File: src/rtl/core/esp_pkg.sv
`timescale 1ns / 1ps
// ----------------------------------------------------------------------------
// Effect slot pool package
// Shared field widths, command codes, slot record types and constant tables
// for the effect slot pool with frame timers.
// ----------------------------------------------------------------------------
package esp_pkg;

   // Field widths of the request, response and register beats.
   localparam int KIND_W    = 3;
   localparam int EFFECT_W  = 3;
   localparam int SLOTIDX_W = 4;
   localparam int FRAME_W   = 8;
   localparam int PARTS_W   = 6;
   localparam int LEN_W     = 8;
   localparam int CSR_IDX_W = 3;

   // Number of effect length registers (effect types 1 to 7).
   localparam int NUM_LEN = 7;

   // Request kinds.
   localparam logic [KIND_W-1:0] KIND_TICK  = 3'd0;
   localparam logic [KIND_W-1:0] KIND_EMIT  = 3'd1;
   localparam logic [KIND_W-1:0] KIND_PLAY  = 3'd2;
   localparam logic [KIND_W-1:0] KIND_STOP  = 3'd3;
   localparam logic [KIND_W-1:0] KIND_QUERY = 3'd4;

   // Slot write operations issued by the controller.
   localparam logic [1:0] WR_NONE = 2'd0;
   localparam logic [1:0] WR_TICK = 2'd1;
   localparam logic [1:0] WR_MOD  = 2'd2;
   localparam logic [1:0] WR_SLOT = 2'd3;

   // Result staging operations issued by the controller.
   localparam logic [1:0] RES_KEEP = 2'd0;
   localparam logic [1:0] RES_ZERO = 2'd1;
   localparam logic [1:0] RES_EMIT = 2'd2;
   localparam logic [1:0] RES_SLOT = 2'd3;

   // Part counts per effect type; type 0 is unused.
   localparam logic [PARTS_W-1:0] PART_TABLE [8] = '{
      6'd0, 6'd15, 6'd20, 6'd25, 6'd20, 6'd40, 6'd30, 6'd40
   };

   // Length register values after reset.
   localparam logic [LEN_W-1:0] LEN_RESET [NUM_LEN] = '{
      8'd10, 8'd80, 8'd80, 8'd50, 8'd90, 8'd120, 8'd90
   };

   // One slot record as held in the slot memory.
   typedef struct packed {
      logic [EFFECT_W-1:0] effect;
      logic [FRAME_W-1:0]  frame;
      logic [PARTS_W-1:0]  parts;
      logic                looping;
      logic                playing;
   } slot_type;

   localparam int SLOT_BITS = $bits(slot_type);

   // One response beat.
   typedef struct packed {
      logic                 granted;
      logic [SLOTIDX_W-1:0] slot;
      slot_type             entry;
   } res_type;

   // Commands from the controller to the datapath.
   typedef struct packed {
      logic       cap_req;
      logic       cnt_clr;
      logic       cnt_inc;
      logic       rd_en;
      logic       rd_req;
      logic       mod_start;
      logic [1:0] wr_op;
      logic       emit_wr;
      logic [1:0] res_op;
      logic       out_ld;
   } cmd_type;

   // Status from the datapath to the controller.
   typedef struct packed {
      logic cnt_last;
      logic cur_free;
      logic need_mod;
      logic mod_done;
   } sts_type;

endpackage

File: src/rtl/core/effect_slot_pool_timers.sv
`timescale 1ns / 1ps
// ----------------------------------------------------------------------------
// Effect slot pool with frame timers
// Allocates effect slots, starts and stops them, reports them and advances
// their frame timers on each tick.
// ----------------------------------------------------------------------------
// Usage:
// Requests arrive on the req_ channel (kind, effect type, repeat, slot index)
// and each request gives exactly one response beat on the rsp_ channel.
// A beat moves when valid is high and stall is low.
// An emit walks the busy flags from slot 0 upward and takes the lowest free
// slot; a full pool gives a beat with no grant. The tick sweep reads one slot
// of the slot memory per cycle and writes the slot read before it on the same
// cycle; it pauses for each slot whose frame lies at or past its effect's
// length after that length was lowered, until the remainder unit has reduced
// that frame.
// One request is worked on at a time; req_stall is low only while idle.
// A response waiting under rsp_stall is held in the response register while
// the next request is already taken; that request finishes once the register
// has drained. Reset clears every slot to free and reloads the effect
// lengths. The length registers are to be written through csr_ only while
// idle; the block itself does not enforce this.
// ----------------------------------------------------------------------------
module effect_slot_pool_timers #(
   parameter int SLOTS = 16
) (
   input  logic                               clock,
   input  logic                               reset,
   input  logic                               req_valid,
   output logic                               req_stall,
   input  logic [esp_pkg::KIND_W-1:0]         req_kind,
   input  logic [esp_pkg::EFFECT_W-1:0]       req_effect_type,
   input  logic                               req_repeat_req,
   input  logic [esp_pkg::SLOTIDX_W-1:0]      req_slot_index,
   output logic                               rsp_valid,
   input  logic                               rsp_stall,
   output logic                               rsp_granted,
   output logic [esp_pkg::SLOTIDX_W-1:0]      rsp_slot_out,
   output logic [esp_pkg::EFFECT_W-1:0]       rsp_effect_out,
   output logic [esp_pkg::FRAME_W-1:0]        rsp_frame_out,
   output logic [esp_pkg::PARTS_W-1:0]        rsp_parts_out,
   output logic                               rsp_playing_out,
   output logic                               rsp_looping_out,
   input  logic                               csr_valid,
   output logic                               csr_ready,
   input  logic [esp_pkg::CSR_IDX_W-1:0]      csr_index,
   input  logic [esp_pkg::LEN_W-1:0]          csr_data
);

   import esp_pkg::*;

   cmd_type cmd;
   sts_type sts;

   // Length registers take a write on any cycle.
   assign csr_ready = 1'b1;

   esp_ctrl u_ctrl (
      .clock     (clock),
      .reset     (reset),
      .req_valid (req_valid),
      .req_kind  (req_kind),
      .req_stall (req_stall),
      .rsp_valid (rsp_valid),
      .rsp_stall (rsp_stall),
      .sts       (sts),
      .cmd       (cmd)
   );

   esp_dpath #(
      .SLOTS (SLOTS)
   ) u_dpath (
      .clock           (clock),
      .reset           (reset),
      .cmd             (cmd),
      .sts             (sts),
      .req_kind        (req_kind),
      .req_effect_type (req_effect_type),
      .req_repeat_req  (req_repeat_req),
      .req_slot_index  (req_slot_index),
      .csr_valid       (csr_valid && csr_ready),
      .csr_index       (csr_index),
      .csr_data        (csr_data),
      .rsp_granted     (rsp_granted),
      .rsp_slot_out    (rsp_slot_out),
      .rsp_effect_out  (rsp_effect_out),
      .rsp_frame_out   (rsp_frame_out),
      .rsp_parts_out   (rsp_parts_out),
      .rsp_playing_out (rsp_playing_out),
      .rsp_looping_out (rsp_looping_out)
   );

endmodule

File: src/rtl/core/esp_ram.sv
`timescale 1ns / 1ps
// ----------------------------------------------------------------------------
// Generic simple dual-port RAM
// One write port and one read port with registered read data.
// ----------------------------------------------------------------------------
module esp_ram #(
   parameter int WIDTH = 8,
   parameter int DEPTH = 16,
   parameter int AW    = (DEPTH > 1) ? $clog2(DEPTH) : 1
) (
   input  logic             clock,
   input  logic             wr_en,
   input  logic [AW-1:0]    wr_addr,
   input  logic [WIDTH-1:0] wr_data,
   input  logic             rd_en,
   input  logic [AW-1:0]    rd_addr,
   output logic [WIDTH-1:0] rd_data
);

   logic [WIDTH-1:0] mem_ff [DEPTH];
   logic [WIDTH-1:0] rd_data_ff;

   // Write port.
   always_ff @(posedge clock) begin
      if (wr_en) begin
         mem_ff[wr_addr] <= wr_data;
      end
   end

   // Registered read port; the data holds while no read is issued.
   always_ff @(posedge clock) begin
      if (rd_en) begin
         rd_data_ff <= mem_ff[rd_addr];
      end
   end

   assign rd_data = rd_data_ff;

endmodule

File: src/rtl/core/esp_mod.sv
`timescale 1ns / 1ps
// ----------------------------------------------------------------------------
// Iterative remainder unit
// Reduces a 9-bit frame count modulo an 8-bit length, one bit per cycle.
// ----------------------------------------------------------------------------
module esp_mod (
   input  logic       clock,
   input  logic       reset,
   input  logic       start,
   input  logic [8:0] dividend,
   input  logic [7:0] divisor,
   output logic       done,
   output logic [7:0] rem
);

   localparam logic [3:0] STEPS = 4'd9;

   logic [8:0] num_ff;
   logic [8:0] rem_ff;
   logic [3:0] step_ff;
   logic       run_ff;
   logic       done_ff;
   logic [8:0] trial;
   logic [8:0] div9;

   // Restoring step: shift in the next dividend bit and subtract if it fits.
   assign trial = {rem_ff[7:0], num_ff[8]};
   assign div9  = {1'b0, divisor};

   always_ff @(posedge clock) begin
      if (reset) begin
         run_ff  <= 1'b0;
         done_ff <= 1'b0;
         step_ff <= '0;
      end else if (start) begin
         run_ff  <= 1'b1;
         done_ff <= 1'b0;
         step_ff <= STEPS;
      end else if (run_ff) begin
         step_ff <= step_ff - 4'd1;
         if (step_ff == 4'd1) begin
            run_ff  <= 1'b0;
            done_ff <= 1'b1;
         end
      end
   end

   always_ff @(posedge clock) begin
      if (start) begin
         num_ff <= dividend;
         rem_ff <= '0;
      end else if (run_ff) begin
         num_ff <= {num_ff[7:0], 1'b0};
         rem_ff <= (trial >= div9) ? (trial - div9) : trial;
      end
   end

   assign done = done_ff;
   assign rem  = rem_ff[7:0];

endmodule

File: src/rtl/core/esp_dpath.sv
`timescale 1ns / 1ps
// ----------------------------------------------------------------------------
// Effect slot pool datapath
// Slot memory, valid and busy flags, length registers, frame update logic,
// remainder unit, result staging and the response register.
// ----------------------------------------------------------------------------
module esp_dpath #(
   parameter int SLOTS = 16
) (
   input  logic                               clock,
   input  logic                               reset,
   input  esp_pkg::cmd_type                   cmd,
   output esp_pkg::sts_type                   sts,
   input  logic [esp_pkg::KIND_W-1:0]         req_kind,
   input  logic [esp_pkg::EFFECT_W-1:0]       req_effect_type,
   input  logic                               req_repeat_req,
   input  logic [esp_pkg::SLOTIDX_W-1:0]      req_slot_index,
   input  logic                               csr_valid,
   input  logic [esp_pkg::CSR_IDX_W-1:0]      csr_index,
   input  logic [esp_pkg::LEN_W-1:0]          csr_data,
   output logic                               rsp_granted,
   output logic [esp_pkg::SLOTIDX_W-1:0]      rsp_slot_out,
   output logic [esp_pkg::EFFECT_W-1:0]       rsp_effect_out,
   output logic [esp_pkg::FRAME_W-1:0]        rsp_frame_out,
   output logic [esp_pkg::PARTS_W-1:0]        rsp_parts_out,
   output logic                               rsp_playing_out,
   output logic                               rsp_looping_out
);

   import esp_pkg::*;

   localparam int SLOT_W = (SLOTS > 1) ? $clog2(SLOTS) : 1;
   localparam logic [SLOT_W:0]   SLOTS_C = (SLOT_W + 1)'(SLOTS);
   localparam logic [SLOT_W-1:0] LAST_C  = SLOT_W'(SLOTS - 1);

   // Captured request fields.
   logic [KIND_W-1:0]    kind_ff;
   logic [EFFECT_W-1:0]  eff_ff;
   logic                 rep_ff;
   logic [SLOTIDX_W-1:0] idx_ff;

   // Slot counter, last read address and flags.
   logic [SLOT_W-1:0] cnt_ff;
   logic [SLOT_W-1:0] addr_ff;
   logic              rd_vld_ff;
   logic [SLOTS-1:0]  valid_ff;
   logic [SLOTS-1:0]  busy_ff;
   logic [LEN_W-1:0]  len_ff [NUM_LEN];

   res_type res_ff;
   res_type rsp_ff;

   logic [SLOT_W-1:0]    rd_addr;
   logic                 rd_ok;
   logic [SLOT_BITS-1:0] ram_rdata;
   slot_type             ent;
   logic [LEN_W-1:0]     len_sel;
   logic [LEN_W-1:0]     cur_len;
   logic [8:0]           nxt;
   logic [8:0]           len9;
   logic                 act;
   logic                 need_mod;
   slot_type             tick_ent;
   slot_type             mod_ent;
   slot_type             slot_ent;
   slot_type             emit_ent;
   logic                 slot_cmd;
   logic                 in_pool;
   logic                 mod_done;
   logic [7:0]           mod_rem;
   logic                 wr_en;
   logic [SLOT_W-1:0]    wr_addr;
   slot_type             wr_ent;
   res_type              res_in;

   // Request capture.
   always_ff @(posedge clock) begin
      if (cmd.cap_req) begin
         kind_ff <= req_kind;
         eff_ff  <= req_effect_type;
         rep_ff  <= req_repeat_req;
         idx_ff  <= req_slot_index;
      end
   end

   // Effect length registers.
   always_ff @(posedge clock) begin
      if (reset) begin
         for (int i = 0; i < NUM_LEN; i++) begin
            len_ff[i] <= LEN_RESET[i];
         end
      end else if (csr_valid && (csr_index < CSR_IDX_W'(NUM_LEN))) begin
         len_ff[csr_index] <= csr_data;
      end
   end

   // Slot counter used by the free-slot scan and the tick sweep.
   always_ff @(posedge clock) begin
      if (reset) begin
         cnt_ff <= '0;
      end else if (cmd.cnt_clr) begin
         cnt_ff <= '0;
      end else if (cmd.cnt_inc) begin
         cnt_ff <= cnt_ff + SLOT_W'(1);
      end
   end

   // Read address and the valid flag of the entry being read.
   assign rd_addr = cmd.rd_req ? SLOT_W'(req_slot_index) : cnt_ff;
   assign rd_ok   = ({1'b0, rd_addr} < SLOTS_C);

   always_ff @(posedge clock) begin
      if (cmd.rd_en) begin
         addr_ff   <= rd_addr;
         rd_vld_ff <= rd_ok && valid_ff[rd_addr];
      end
   end

   esp_ram #(
      .WIDTH (SLOT_BITS),
      .DEPTH (SLOTS)
   ) u_ram (
      .clock   (clock),
      .wr_en   (wr_en),
      .wr_addr (wr_addr),
      .wr_data (wr_ent),
      .rd_en   (cmd.rd_en),
      .rd_addr (rd_addr),
      .rd_data (ram_rdata)
   );

   // An entry never written since reset reads as an all-zero slot.
   assign ent = rd_vld_ff ? slot_type'(ram_rdata) : '0;

   // Length of the effect held by the entry; zero counts as one frame.
   always_comb begin
      len_sel = 8'd1;
      if (ent.effect != '0) begin
         len_sel = len_ff[ent.effect - 3'd1];
      end
      cur_len = (len_sel == '0) ? 8'd1 : len_sel;
   end

   assign nxt      = {1'b0, ent.frame} + 9'd1;
   assign len9     = {1'b0, cur_len};
   assign act      = (ent.effect != '0) && ent.playing;
   assign need_mod = act && (ent.frame != '0) && (nxt > len9);

   // Frame timer update of one slot.
   always_comb begin
      tick_ent = ent;
      if (ent.frame == '0) begin
         tick_ent.parts = PART_TABLE[ent.effect];
         tick_ent.frame = (nxt == len9) ? '0 : nxt[7:0];
      end else if ((nxt == len9) && !ent.looping) begin
         tick_ent.effect  = '0;
         tick_ent.playing = 1'b0;
      end else begin
         tick_ent.frame = (nxt == len9) ? '0 : nxt[7:0];
      end
   end

   // Frame reduced after the slot's length was lowered to or below it.
   esp_mod u_mod (
      .clock    (clock),
      .reset    (reset),
      .start    (cmd.mod_start),
      .dividend (nxt),
      .divisor  (cur_len),
      .done     (mod_done),
      .rem      (mod_rem)
   );

   always_comb begin
      mod_ent       = ent;
      mod_ent.frame = mod_rem;
   end

   // Play, stop and query act on the addressed slot.
   assign in_pool  = (32'(idx_ff) < SLOTS);
   assign slot_cmd = (kind_ff == KIND_PLAY) || (kind_ff == KIND_STOP);

   always_comb begin
      slot_ent = ent;
      if (slot_cmd) begin
         slot_ent.playing = (kind_ff == KIND_PLAY);
      end
   end

   // A fresh slot taken by an emit.
   always_comb begin
      emit_ent         = '0;
      emit_ent.effect  = eff_ff;
      emit_ent.looping = rep_ff;
      emit_ent.playing = 1'b1;
   end

   // Write port selection.
   always_comb begin
      wr_en   = 1'b0;
      wr_addr = addr_ff;
      wr_ent  = tick_ent;
      if (cmd.emit_wr) begin
         wr_en   = 1'b1;
         wr_addr = cnt_ff;
         wr_ent  = emit_ent;
      end else begin
         case (cmd.wr_op)
            WR_TICK: begin
               wr_en  = act;
               wr_ent = tick_ent;
            end
            WR_MOD: begin
               wr_en  = 1'b1;
               wr_ent = mod_ent;
            end
            WR_SLOT: begin
               wr_en  = in_pool && slot_cmd;
               wr_ent = slot_ent;
            end
            default: begin
               wr_en = 1'b0;
            end
         endcase
      end
   end

   // Valid and busy flags follow every slot write.
   always_ff @(posedge clock) begin
      if (reset) begin
         valid_ff <= '0;
         busy_ff  <= '0;
      end else if (wr_en) begin
         valid_ff[wr_addr] <= 1'b1;
         busy_ff[wr_addr]  <= (wr_ent.effect != '0);
      end
   end

   // Result staging.
   always_comb begin
      res_in = res_ff;
      case (cmd.res_op)
         RES_ZERO: begin
            res_in = '0;
         end
         RES_EMIT: begin
            res_in.granted = 1'b1;
            res_in.slot    = SLOTIDX_W'(cnt_ff);
            res_in.entry   = emit_ent;
         end
         RES_SLOT: begin
            res_in.granted = 1'b0;
            res_in.slot    = idx_ff;
            res_in.entry   = in_pool ? slot_ent : '0;
         end
         default: begin
            res_in = res_ff;
         end
      endcase
   end

   always_ff @(posedge clock) begin
      res_ff <= res_in;
      if (cmd.out_ld) begin
         rsp_ff <= res_ff;
      end
   end

   assign rsp_granted     = rsp_ff.granted;
   assign rsp_slot_out    = rsp_ff.slot;
   assign rsp_effect_out  = rsp_ff.entry.effect;
   assign rsp_frame_out   = rsp_ff.entry.frame;
   assign rsp_parts_out   = rsp_ff.entry.parts;
   assign rsp_playing_out = rsp_ff.entry.playing;
   assign rsp_looping_out = rsp_ff.entry.looping;

   // Status back to the controller.
   assign sts.cnt_last = (cnt_ff == LAST_C);
   assign sts.cur_free = !busy_ff[cnt_ff];
   assign sts.need_mod = need_mod;
   assign sts.mod_done = mod_done;

endmodule

File: src/rtl/core/esp_ctrl.sv
`timescale 1ns / 1ps
// ----------------------------------------------------------------------------
// Effect slot pool controller
// Sequences the free-slot scan, the tick sweep, single slot accesses and
// the hand-over of each result to the response register.
// ----------------------------------------------------------------------------
module esp_ctrl (
   input  logic                       clock,
   input  logic                       reset,
   input  logic                       req_valid,
   input  logic [esp_pkg::KIND_W-1:0] req_kind,
   output logic                       req_stall,
   output logic                       rsp_valid,
   input  logic                       rsp_stall,
   input  esp_pkg::sts_type           sts,
   output esp_pkg::cmd_type           cmd
);

   import esp_pkg::*;

   localparam logic [2:0] S_IDLE = 3'd0;
   localparam logic [2:0] S_SCAN = 3'd1;
   localparam logic [2:0] S_TICK = 3'd2;
   localparam logic [2:0] S_TMOD = 3'd3;
   localparam logic [2:0] S_SLOT = 3'd4;
   localparam logic [2:0] S_DONE = 3'd5;

   logic [2:0] state_ff;
   logic [2:0] state_in;
   logic       pend_ff;
   logic       pend_in;
   logic       last_ff;
   logic       last_in;
   logic       rsp_valid_ff;
   logic       rsp_valid_in;
   logic       out_free;

   // The response register can take a beat when empty or being drained.
   assign out_free = !rsp_valid_ff || !rsp_stall;

   always_comb begin
      state_in     = state_ff;
      pend_in      = pend_ff;
      last_in      = last_ff;
      rsp_valid_in = rsp_valid_ff && rsp_stall;
      cmd          = '0;

      unique case (state_ff)
         S_IDLE: begin
            if (req_valid) begin
               cmd.cap_req = 1'b1;
               unique case (req_kind) inside
                  KIND_TICK: begin
                     cmd.cnt_clr = 1'b1;
                     pend_in     = 1'b0;
                     last_in     = 1'b0;
                     state_in    = S_TICK;
                  end
                  KIND_EMIT: begin
                     cmd.cnt_clr = 1'b1;
                     state_in    = S_SCAN;
                  end
                  KIND_PLAY, KIND_STOP, KIND_QUERY: begin
                     cmd.rd_en  = 1'b1;
                     cmd.rd_req = 1'b1;
                     state_in   = S_SLOT;
                  end
                  default: begin
                     cmd.res_op = RES_ZERO;
                     state_in   = S_DONE;
                  end
               endcase
            end
         end

         // Walk the busy flags for the lowest free slot.
         S_SCAN: begin
            if (sts.cur_free) begin
               cmd.emit_wr = 1'b1;
               cmd.res_op  = RES_EMIT;
               state_in    = S_DONE;
            end else if (sts.cnt_last) begin
               cmd.res_op = RES_ZERO;
               state_in   = S_DONE;
            end else begin
               cmd.cnt_inc = 1'b1;
            end
         end

         // Read one slot per cycle, updating the last read, unless reducing.
         S_TICK: begin
            if (pend_ff && sts.need_mod) begin
               cmd.mod_start = 1'b1;
               state_in      = S_TMOD;
            end else begin
               if (pend_ff) begin
                  cmd.wr_op = WR_TICK;
               end
               if (!last_ff) begin
                  cmd.rd_en   = 1'b1;
                  cmd.cnt_inc = !sts.cnt_last;
                  pend_in     = 1'b1;
                  last_in     = sts.cnt_last;
               end else begin
                  pend_in = 1'b0;
                  if (!pend_ff) begin
                     cmd.res_op = RES_ZERO;
                     state_in   = S_DONE;
                  end
               end
            end
         end

         // Wait for the reduced frame, then write it back.
         S_TMOD: begin
            if (sts.mod_done) begin
               cmd.wr_op = WR_MOD;
               pend_in   = 1'b0;
               state_in  = S_TICK;
            end
         end

         S_SLOT: begin
            cmd.wr_op  = WR_SLOT;
            cmd.res_op = RES_SLOT;
            state_in   = S_DONE;
         end

         S_DONE: begin
            if (out_free) begin
               cmd.out_ld   = 1'b1;
               rsp_valid_in = 1'b1;
               state_in     = S_IDLE;
            end
         end

         default: begin
            state_in = S_IDLE;
         end
      endcase
   end

   always_ff @(posedge clock) begin
      if (reset) begin
         state_ff     <= S_IDLE;
         pend_ff      <= 1'b0;
         last_ff      <= 1'b0;
         rsp_valid_ff <= 1'b0;
      end else begin
         state_ff     <= state_in;
         pend_ff      <= pend_in;
         last_ff      <= last_in;
         rsp_valid_ff <= rsp_valid_in;
      end
   end

   assign req_stall = (state_ff != S_IDLE);
   assign rsp_valid = rsp_valid_ff;

endmodule

File: config.mk
export PLATFORM = sky130hd
export DESIGN_NAME = effect_slot_pool_timers
export DESIGN_NICKNAME = d
export VERILOG_FILES = /design/src/rtl/core/esp_pkg.sv /design/src/rtl/core/effect_slot_pool_timers.sv /design/src/rtl/core/esp_ram.sv /design/src/rtl/core/esp_mod.sv /design/src/rtl/core/esp_dpath.sv /design/src/rtl/core/esp_ctrl.sv
export SDC_FILE = /design/constraint.sdc
export NUM_CORES = 1
export LEC_CHECK = 0
export BUFFER_PORTS_ARGS = -buffer_cell sky130_fd_sc_hd__buf_2
export CORE_AREA = 4 4 207 209
export DETAILED_ROUTE_END_ITERATION = 8
export DIE_AREA = 0 0 211 213
export PLACE_DENSITY = 0.73
export SKIP_LAST_GASP = 1
export SYNTH_ARGS = -nofsm -noshare
export SYNTH_HDL_FRONTEND = slang
export SYNTH_SLANG_ARGS = --single-unit
File: constraint.sdc
create_clock -name clock -period 6.9 [get_ports clock]
set_input_delay 1.38 -clock clock [delete_from_list [all_inputs] [get_ports clock]]
set_output_delay 1.38 -clock clock [all_outputs]
set_load 0.02 [all_outputs]
==> out/summary.txt <==
Gp weighted congestion: 0.949
Most used flip-flop cell after synthesis: edfxtp_1
Total power divided by cell area: 345 mW/mm²
Global routing's busiest layer: met2
Number of synthesized register bits: 516
Net switching power figure: 2.53 mW
Core region area: 0.0408 mm²
Fin Hold WS: 0.419 ns
Multi-input gate area in the final layout: 0.00705 mm²
Number of antenna violations at the first check in global routing: 2
Relative contribution of sequential cells to total power: 46.7%
Clock network power share: 32.9%
Number of H-tree levels: 2
Layout cell share with drive strength beyond 1: 18.7%
Worst Path Arrival: 6.36 ns
Number of DRC markers in iteration 0: 1671
Number of sinks handled by clock tree synthesis: 516
CTS Buf Count: 50
CP Launch Type: flip-flop
Unrepaired setup endpoints after global routing: false
Per-cell via count in the routed design: 6.34
Starting Density: 54.5%
Aggregate global routing overflow: 0
Cells after Synth: 1555
FILL cells: 2915
Worst ir drop on vdd: 0.216 mV
Routed length per placed instance: 24.6 µm
Final count of negative-setup-slack endpoints: 0
Count of pins over their slew limit: 0
Required time of the critical path: 7.11 ns
Met2 Track Usage GR: 37.7%
CTS clock-pin slew for the worst setup and hold paths: 0.06 ns
TritonRoute pass-1 iters: 6
Slew of the pin with the lowest slew margin: 1.32 ns
Synthesized area per cell: 14.3 µm²
Switching share of power: 29.2%
Via count: 13900
Max-capacitance violation count: 0
Crit Reg-Reg Startpoint: u_dpath.rd_vld_ff$_DFFE_PP_
Hold Buf Count CTS: 0
Final clock period utilization by the worst path: 89.1%
Sequential cell area fraction in the yosys report: 66.8%
Count of nets left with antenna violations after detail routing: 0
Category of the worst setup path capture point: flip-flop
Placed cells: 2097
Outcome: finished, final reports clean
Number of library cell types mapped by synthesis: 84
HP Class: flip-flop to flip-flop
Hold path start: u_dpath.res_ff[10]$_SDFFCE_PN0P_
Worst-case clock buffer depth: 3
Die outline height: 213 µm
I/O pin total: 54
TritonCTS clock tree: yes
Layout Cells excl Fill: 2189
Relative slew slack: 12.3%
Sequential cell area in the final layout: 0.0149 mm²
Final-layout setup total negative slack: 0 ns
Netlist area before placement: 0.0222 mm²
Vias in the first global route: 13300
All-layer global routing usage: 24.0%
Clock latency on the worst-skew pair: 0.61 ns
Static Leak: 8.51 nW
Antenna diodes: 0
DR DRC count: 0
Fin nets: 1670
Die area: 0.0449 mm²
Buffer count from post-CTS setup fixing: 0
Estimated wirelength of the detail-placed design: 35.7 mm
Met3 GRT Util: 4.95%
Post-layout total power: 8.65 mW
Horizontal die dimension: 211 µm
Crit path kind: flip-flop to flip-flop
PortBufs: 52
Share of flip-flops with an asynchronous set or reset: 0%
Maximum number of pins on one net before global-route repair: 80
Minimum clock period after layout: 6.15 ns
Total count of hold-check failures in the final report: 0
Total number of placement rows: 74
Clock Skews: 0.0183 ns
Critical-path maximum fanout: 21
Comb pwr share: 20.4%
Met1 layer usage reported by global route: 34.7%
Global-route wire length before repair: 82.2 mm
Clock root cell: clkbuf_16
Setup crit start: u_dpath.rd_vld_ff$_DFFE_PP_
Area delta synth->final: 12.6%
Internal: 6.12 mW
Maximum clock frequency: 163 MHz
Number of synthesized flops with an enable pin: 452
Post-Route WL: 54.0 mm
Number of gates resized after CTS: 0
Yosys warning total: 0
## final cells by class
cell class | instances | area share [%]
Sequential cell | 516 | 59.3
Tap cell | 532 | 2.66
Clock buffer | 55 | 5.15
Multi-Input combinational cell | 909 | 28.1
Clock inverter | 37 | 1.76
Inverter | 48 | 0.739
Timing Repair Buffer | 92 | 2.24
## state kept, by name (all words and copies together) (netlist names), 9 cells and up
name,flops
u_dpath.u_mod.num_ff,9
u_dpath.res_ff,24
u_dpath.u_ram.mem_ff,304
u_dpath.len_ff,64
u_dpath.u_ram.rd_data,19
u_dpath.valid_ff,16
u_dpath.busy_ff,16
## per-stage QoR
step	util [%]	cell area [µm²]	setup slack (ns)
2_1_floorplan	-	22300	0.220
3_3_place_gp	57.1	23300	0.993
3_5_place_dp	57.1	23300	0.790
4_1_cts	61.3	25000	0.748
5_1_grt	61.3	25000	0.396
6_report	61.3	25000	0.749
## power by group through the flow
stage | Sequential [mW] | Combinational [mW] | Clock (mW)
3_5_place_dp | 4.10 | 1.74 | 0
6_report | 4.04 | 1.77 | 2.84
4_1_cts | 4.03 | 1.75 | 2.88
5_1_grt | 4.06 | 1.90 | 3.03
3_3_place_gp | 4.09 | 1.70 | 0
2_1_floorplan | 4.05 | 1.12 | 0
## cell families (layout without fill, tap and decap cells)
group,count (synthesis),in the layout,share of synthesized area [%]
xor gates and xnor gates,12,12,0.472
AOI/OAI and AO/OA,286,286,9.61
DFF,516,516,66.8
muxes,139,139,9.59
adders and majority gates,26,26,1.50
and+or+nand+nor,437,437,9.48
buffers and inverters,137,232,2.54
other,2,9,0.0338
## synthesized netlist by cell type (all sizes together), types with 29 or more instances
| master | n | area [µm²] |
|---|---|---|
| edfxtp | 452 | 13600 |
| nand2 | 125 | 469 |
| nor2 | 118 | 443 |
| mux2i | 77 | 771 |
| a21oi | 67 | 339 |
| dfxtp | 64 | 1280 |
| clkbuf | 63 | 236 |
| mux4 | 59 | 1330 |
| inv | 47 | 176 |
| o21ai | 41 | 213 |
| nor3 | 31 | 160 |
| nand2b | 29 | 181 |
## cells in the final DEF, fill, tap and decap left out, types with 11 or more instances in the layout
cell,Yosys,routed
o22ai_1,11,11
nand4_1,11,11
a211oi_1,16,15
nor2_1,118,117
mux4_2,59,59
edfxtp_1,452,452
nand2b_1,29,29
and2_1,18,18
nand3_1,24,24
nand2_1,125,125
a31oi_1,11,11
nor2b_1,15,15
or2_2,20,20
a221oi_1,24,24
ha_1,25,25
o21ba_2,13,13
clkbuf_16,0,50
inv_1,45,44
and3_1,19,19
dfxtp_1,64,64
mux2i_1,77,77
o21ai_0,39,39
nor3_1,30,30
buf_2,17,52
a21oi_1,66,64
buf_4,4,40
## metal layers
metal	up-vias	wire length, µm
met5	-	23
met3	111	5250
met2	761	25200
met1	6888	22000
met4	4	1480
li1	6114	-
## worst max-delay path, cell delays in order (launching register included)
cell and delay (ns):
edfxtp_1 0.43, and2_1 0.18, inv_1 0.07, ha_1 0.64, buf_4 0.27, mux4_2 0.29, mux2i_1 0.21, nand4_1 0.11
o21ai_0 0.34, ha_1 0.22, inv_1 0.04, a221o_1 0.30, a211o_1 0.36, a311oi_2 0.46, o221ai_2 0.44, buf_4 0.37
o32ai_4 1.00
## final timing paths
kind / endpoint / slack, ns / depth (start not counted)
min reg2reg: u_dpath.rsp_frame_out[2]$_DFFE_PP_ / 0.42 / 0
max: u_dpath.u_ram.mem_ff[7][2]$_DFFE_PP_ / 0.75 / 16
max reg2reg: u_dpath.u_ram.mem_ff[7][2]$_DFFE_PP_ / 0.75 / 16
min: u_dpath.rsp_frame_out[2]$_DFFE_PP_ / 0.42 / 0
(Power assumes the default switching activity.)
